[src/hdl/psv_pkg.sv]
`timescale 1ns / 1ps
// Shared constants, widths, register codes and stage types of the pixel scattering vector block.
package psv_pkg;

    localparam int MAX_DIM    = 4096;
    localparam int IDX_W      = 12;
    localparam int PS_W       = 20;
    localparam int BEAM_W     = 27;
    localparam int DIST_W     = 27;
    localparam int INV_W      = 20;
    localparam int CFG_IDX_W  = 3;
    localparam int CFG_DATA_W = 27;

    localparam logic [CFG_IDX_W-1:0] REG_PIXEL_SIZE = 3'd0;
    localparam logic [CFG_IDX_W-1:0] REG_BEAM_X     = 3'd1;
    localparam logic [CFG_IDX_W-1:0] REG_BEAM_Y     = 3'd2;
    localparam logic [CFG_IDX_W-1:0] REG_DISTANCE   = 3'd3;
    localparam logic [CFG_IDX_W-1:0] REG_INV_WL     = 3'd4;

    localparam logic [PS_W-1:0]   RST_PIXEL_SIZE = 20'd6554;
    localparam logic [DIST_W-1:0] RST_DISTANCE   = 27'd6553600;
    localparam logic [INV_W-1:0]  RST_INV_WL     = 20'd65536;

    localparam int PROD_W = IDX_W + PS_W;
    localparam int POS_W  = PROD_W + 2;
    localparam int MAG_W  = PROD_W + 1;
    localparam int LO_W   = 17;
    localparam int HI_W   = MAG_W - LO_W;
    localparam int SQ_W   = 2 * MAG_W;
    localparam int SUM_W  = SQ_W + 2;
    localparam int ROOT_W = SUM_W / 2;
    localparam int NUM_W  = ROOT_W + INV_W + 1;
    localparam int Q_BITS = 20;
    localparam int S_LIM  = 1 << Q_BITS;
    localparam int SXY_W  = 22;
    localparam int SZ_W   = 21;

    typedef struct packed {
        logic              x_neg;
        logic [MAG_W-1:0]  ax;
        logic              y_neg;
        logic [MAG_W-1:0]  ay;
        logic [DIST_W-1:0] z;
    } t_side;

    typedef struct packed {
        logic neg;
        logic zero;
    } t_dmeta;

endpackage

[src/hdl/psv_div.sv]
`timescale 1ns / 1ps
// Pipelined restoring divider with overflow detection and saturation, one quotient bit per stage.
module psv_div
    import psv_pkg::*;
(
    input  logic              i_clk,
    input  logic              i_rst_n,
    input  logic              i_en,
    input  logic              i_valid,
    input  logic [NUM_W-1:0]  i_num,
    input  logic [ROOT_W-1:0] i_den,
    input  t_dmeta            i_meta,
    output logic              o_valid,
    output logic [Q_BITS:0]   o_mag,
    output t_dmeta            o_meta
);

    logic              r_valid [Q_BITS+1];
    logic [NUM_W-1:0]  r_rem   [Q_BITS+1];
    logic [ROOT_W-1:0] r_den   [Q_BITS+1];
    logic [Q_BITS-1:0] r_quo   [Q_BITS+1];
    logic              r_ovf   [Q_BITS+1];
    t_dmeta            r_meta  [Q_BITS+1];

    logic n_ovf;

    assign n_ovf = i_num[NUM_W-1:Q_BITS] >= (NUM_W-Q_BITS)'(i_den);

    always_ff @(posedge i_clk) begin
        if (!i_rst_n) begin
            r_valid[0] <= 1'b0;
        end else if (i_en) begin
            r_valid[0] <= i_valid;
        end
        if (i_en) begin
            r_rem[0]  <= i_num;
            r_den[0]  <= i_den;
            r_quo[0]  <= '0;
            r_ovf[0]  <= n_ovf;
            r_meta[0] <= i_meta;
        end
    end

    for (genvar i = 1; i <= Q_BITS; i++) begin : g_stage
        localparam int B = Q_BITS - i;
        logic [NUM_W-1:0]  dsh;
        logic              take;
        logic [NUM_W-1:0]  n_rem;
        logic [Q_BITS-1:0] n_quo;

        always_comb begin
            dsh   = NUM_W'(r_den[i-1]) << B;
            take  = r_rem[i-1] >= dsh;
            n_rem = take ? r_rem[i-1] - dsh : r_rem[i-1];
            n_quo = take ? (r_quo[i-1] | (Q_BITS'(1) << B)) : r_quo[i-1];
        end

        always_ff @(posedge i_clk) begin
            if (!i_rst_n) begin
                r_valid[i] <= 1'b0;
            end else if (i_en) begin
                r_valid[i] <= r_valid[i-1];
            end
            if (i_en) begin
                r_rem[i]  <= n_rem;
                r_den[i]  <= r_den[i-1];
                r_quo[i]  <= n_quo;
                r_ovf[i]  <= r_ovf[i-1];
                r_meta[i] <= r_meta[i-1];
            end
        end
    end

    assign o_valid = r_valid[Q_BITS];
    assign o_mag   = r_ovf[Q_BITS] ? (Q_BITS+1)'(S_LIM) : {1'b0, r_quo[Q_BITS]};
    assign o_meta  = r_meta[Q_BITS];

endmodule

[config.mk]
export PLATFORM = sky130hd
export DESIGN_NAME = psv_div
export DESIGN_NICKNAME = d
export VERILOG_FILES = /design/src/hdl/psv_pkg.sv /design/src/hdl/psv_div.sv
export SDC_FILE = /design/constraint.sdc
export NUM_CORES = 2
export LEC_CHECK = 0
export BUFFER_PORTS_ARGS = -buffer_cell sky130_fd_sc_hd__buf_2
export CORE_ASPECT_RATIO = 1.75
export CORE_MARGIN = 2
export CORE_UTILIZATION = 50
export DETAILED_ROUTE_END_ITERATION = 16
export GPL_TIMING_DRIVEN = 0
export PLACE_DENSITY = 0.77
export SKIP_CTS_REPAIR_TIMING = 1
export SYNTH_ARGS = -nofsm -noshare
export SYNTH_HDL_FRONTEND = slang
export SYNTH_SLANG_ARGS = --single-unit
[constraint.sdc]
create_clock -name i_clk -period 3.5 [get_ports i_clk]
set_clock_uncertainty 0.05 [all_clocks]
set_input_delay 0.175 -clock i_clk [delete_from_list [all_inputs] [get_ports i_clk]]
set_output_delay 0.175 -clock i_clk [all_outputs]
set_load 0.02 [all_outputs]
==> flow_metrics.tcl <==
set metrics [dict create \
    netlist_area_um2 113800 \
    gr_usage_total_pct 33.07 \
    place.gp.congestion 1.017 \
    syn-instance-count 10270 \
    post-synth-top-area-fraction_pct 54.69 \
    timing.slew.headroom_pct 20.07 \
    design_power_total_mw 112.5 \
    final_nets 11790 \
    layout_min_cycle_time_ns 4.305 \
    detail_route.wl_per_cell_um 28.74 \
    insertion_delay_ns 0.94 \
    cap_violations 0 \
    starting_utilization_of_the_core_area_pct 50.29 \
    fmaxAchievable_ghz 0.2323 \
    hold_start "i_num[41]" \
    grt_start_max_net_pins 186 \
    critPathSlowestCell "nand4_1" \
    hold_end "r_rem[0][41]$_DFFE_PP_" \
    hold_path.class "primary input to flip-flop" \
    chipWidth_um 364.7 \
    crit-reg2reg-capture "r_rem[2][44]$_DFFE_PP_" \
    finalHoldViolCount 0 \
    cts.clk_slew.worst_paths_ns 0.07 \
    postSynth.topFlopCell "edfxtp_1" \
    number_of_antenna_violations_at_the_first_check_in_global_routing 12 \
    worst_setup_path_end_kind "flip-flop" \
    critical_path.cell_chain "ha_4 > nand2_2 > nor3b_2 > nand4_1 > nor4b_4 > or4_4 > or2_4 > nor2_4 > buf_4 > or3_4 > nor3_1 > xor2_1" \
    synth_nets 11100 \
    cp_data_required_time_ns 4.04 \
    synthToLayoutAreaGrowth_pct 18.15 \
    drcViolationCount 0 \
    vias_per_cell 5.976 \
    clock_tree.htree_level_count 4 \
    synth-seq-cells 2074 \
    max-clock-path-buffers 4 \
    fillCellCount 17830 \
    cts.sink_count 2074 \
    hold_path_depth 2 \
    tightest_slew_ns 1.188 \
    grt_setup_unrepaired "yes" \
    criticalPathCategory "flip-flop to flip-flop" \
    worst_ir_drop_vdd_v 0.0005478 \
    routed_vias 84610 \
    synth_area_leader_cell "edfxtp_1" \
    core_um2 226300 \
    first_global_vias 88240 \
    io_pins 119 \
    root_buffer "clkbuf_16" \
    synth_enable_flop_cells 2073 \
    synth-seq-area-share_pct 54.71 \
    detailedPlacementHpwl_um 308900 \
    violations_in_the_final_reports "negative setup slack" \
    cts_tree "built" \
    drt_pass1_iterations 6 \
    power.density_nw_per_um2 836.8 \
    drt-total-wl_um 406900 \
    sequential_cell_area_um2 62270 \
    drt_first_iter_violations 5107 \
    post_synth.cell_area_avg_um2 11.08 \
    finalWorstSetupSlack_ns -0.8045 \
    final_count_of_negative_setup_slack_endpoints 861 \
    worst-endpoint-arrival_ns 4.85 \
    final.period_utilization_pct 123.0 \
    grt_first_pass_wirelength_um 547600 \
    drv_slew 0 \
    number_of_buffers_created_by_cts 204 \
    netlist_top_cells_area "edfxtp_1, ha_1, a21oi_1" \
    die-height_um 635.2 \
    port-buffer-count 118 \
    synthDistinctLibCells 101 \
    synth.yosys.warnings 0 \
    critical_path.max_fanout 5 \
    reg2reg_slack_ns -0.80 \
    overflow 0 \
    layout-drive-gt1-share_pct 14.11 \
    drt.antenna.violating_nets 0 \
    setup.worst_path.start_class "flip-flop" \
    die-area_um2 231600 \
    r2r-start "r_rem[1][393]$_DFFE_PP_" \
    reg2regPathDepth 12 \
    outcome "finished, violations left" \
    multi_input_area_um2 51350 \
    site_row_count 231 \
    critPathMaxStageDelay_ns 0.72 \
    power.static_leakage_nw 52.02 \
    synth_async_sr_flop_share_pct 0 \
    post-route-util_pct 59.42 \
]
==> worst max-delay path: cells and delay by family, from the launching register on <==
family	cells	cell delay [ns]
DFF	1	0.43
buffers and inverters	1	0.18
xor gates and xnor gates	1	0.13
and+or+nand+nor	9	2.87
adders and majority gates	1	0.32
==> stage by stage <==
step | cell area [µm²] | instances | hold slack, ns | setup slack [ns] | setup TNS, ns
6_report | 134500 | 14160 | 0.002095 | -0.8045 | -343.86
5_1_grt | 134400 | 14150 | -0.02779 | -0.7976 | -356.31
3_3_place_gp | 118200 | 13420 | 0.3013 | -30.88 | -
3_5_place_dp | 119000 | 13460 | 0.3031 | -4.049 | -1738.79
4_1_cts | 125700 | 13820 | -0.6789 | -4.070 | -1742.13
2_1_floorplan | 113800 | 10270 | 0.2239 | 0.01833 | 0
==> flip-flops by register name, summed over array words and instances (netlist names) <==
name     cells
r_ovf       21
r_valid     21
r_rem     1100
r_den      680
r_quo      210
r_meta      42
==> power by group <==
part / internal, mW / switching, mW / total, mW
Combinational: 19.8 / 31.2 / 51.0
Sequential: 35.1 / 3.57 / 38.7
Clock: 12.8 / 10.1 / 22.8
Total: 67.7 / 44.9 / 113
==> how the worst max path moves through the flow <==
stage	from	end	slack, ns	depth (start not counted)
6_report	r_rem[1][393]$_DFFE_PP_	r_rem[2][44]$_DFFE_PP_	-0.80	12
5_1_grt	r_rem[2][5]$_DFFE_PP_	r_rem[2][97]$_DFFE_PP_	-0.80	13
4_1_cts	r_rem[0][318]$_DFFE_PP_	r_rem[0][375]$_DFFE_PP_	-4.07	12
3_5_place_dp	r_rem[0][318]$_DFFE_PP_	r_rem[0][375]$_DFFE_PP_	-4.05	12
3_3_place_gp	i_en	r_valid[0][0]$_DFFE_PP_	-30.88	2
2_1_floorplan	r_rem[0][235]$_DFFE_PP_	r_rem[0][291]$_DFFE_PP_	0.02	12
==> layout make-up <==
class / instances / area share, %
diodes: 11 / 0.02047
plain buffers: 285 / 1.418
clock buffers: 229 / 3.898
clock inverters: 135 / 1.080
inverters: 901 / 2.542
multi-input cells: 6973 / 38.19
flip-flops and latches: 2074 / 46.31
well taps: 3029 / 2.818
repair buffers: 523 / 3.725
==> cell usage after synthesis, types with 152 or more instances <==
master	number
edfxtp_1	2073
nand2_1	904
inv_1	896
a21oi_1	810
o21ai_0	769
ha_1	714
nor2_1	510
xnor2_1	416
a21o_1	393
xor2_1	347
clkbuf_1	264
nand4_1	183
nand3_1	152
==> per-layer routing <==
metal | track usage, % | up-vias | share of wire [%]
li1 | - | 39170 | -
met1 | 18.59 | 40800 | 22
met2 | 69.13 | 2921 | 58
met3 | 3.555 | 1723 | 2.9
met4 | 44.55 | 2 | 17
met5 | 0 | - | 0.0032
==> logic make-up after synthesis <==
| family | Yosys count | synth area share [%] |
|---|---|---|
| AND/OR/NAND/NOR | 2653 | 11.51 |
| buffers and inverters | 1227 | 4.097 |
| flip-flops | 2074 | 54.71 |
| adder cells (fa/ha/maj) | 733 | 8.183 |
| AO/OA/AOI/OAI | 2742 | 14.84 |
| XOR/XNOR | 763 | 5.871 |
| multiplexers | 81 | 0.7893 |
==> layout by cell type, fill, tap and decap left out, types with 76 or more instances in the layout <==
cell	netlist	layout
edfxtp_1	2073	2073
inv_1	896	886
nand2_1	904	869
a21oi_1	810	737
o21ai_0	769	688
ha_1	714	621
nor2_1	510	485
xnor2_1	416	415
a21o_1	393	392
xor2_1	347	347
clkbuf_16	0	217
buf_4	5	200
nand4_1	183	183
clkbuf_1	264	174
buf_2	31	143
nand3_1	152	136
dlygate4sd3_1	0	136
nor3_1	139	107
nor2b_1	110	100
nand2b_1	101	99
o21ai_1	51	96
nor4_1	122	94
o21bai_1	89	83
and3_1	88	82
o21a_1	80	76
(Power assumes the default switching activity.)
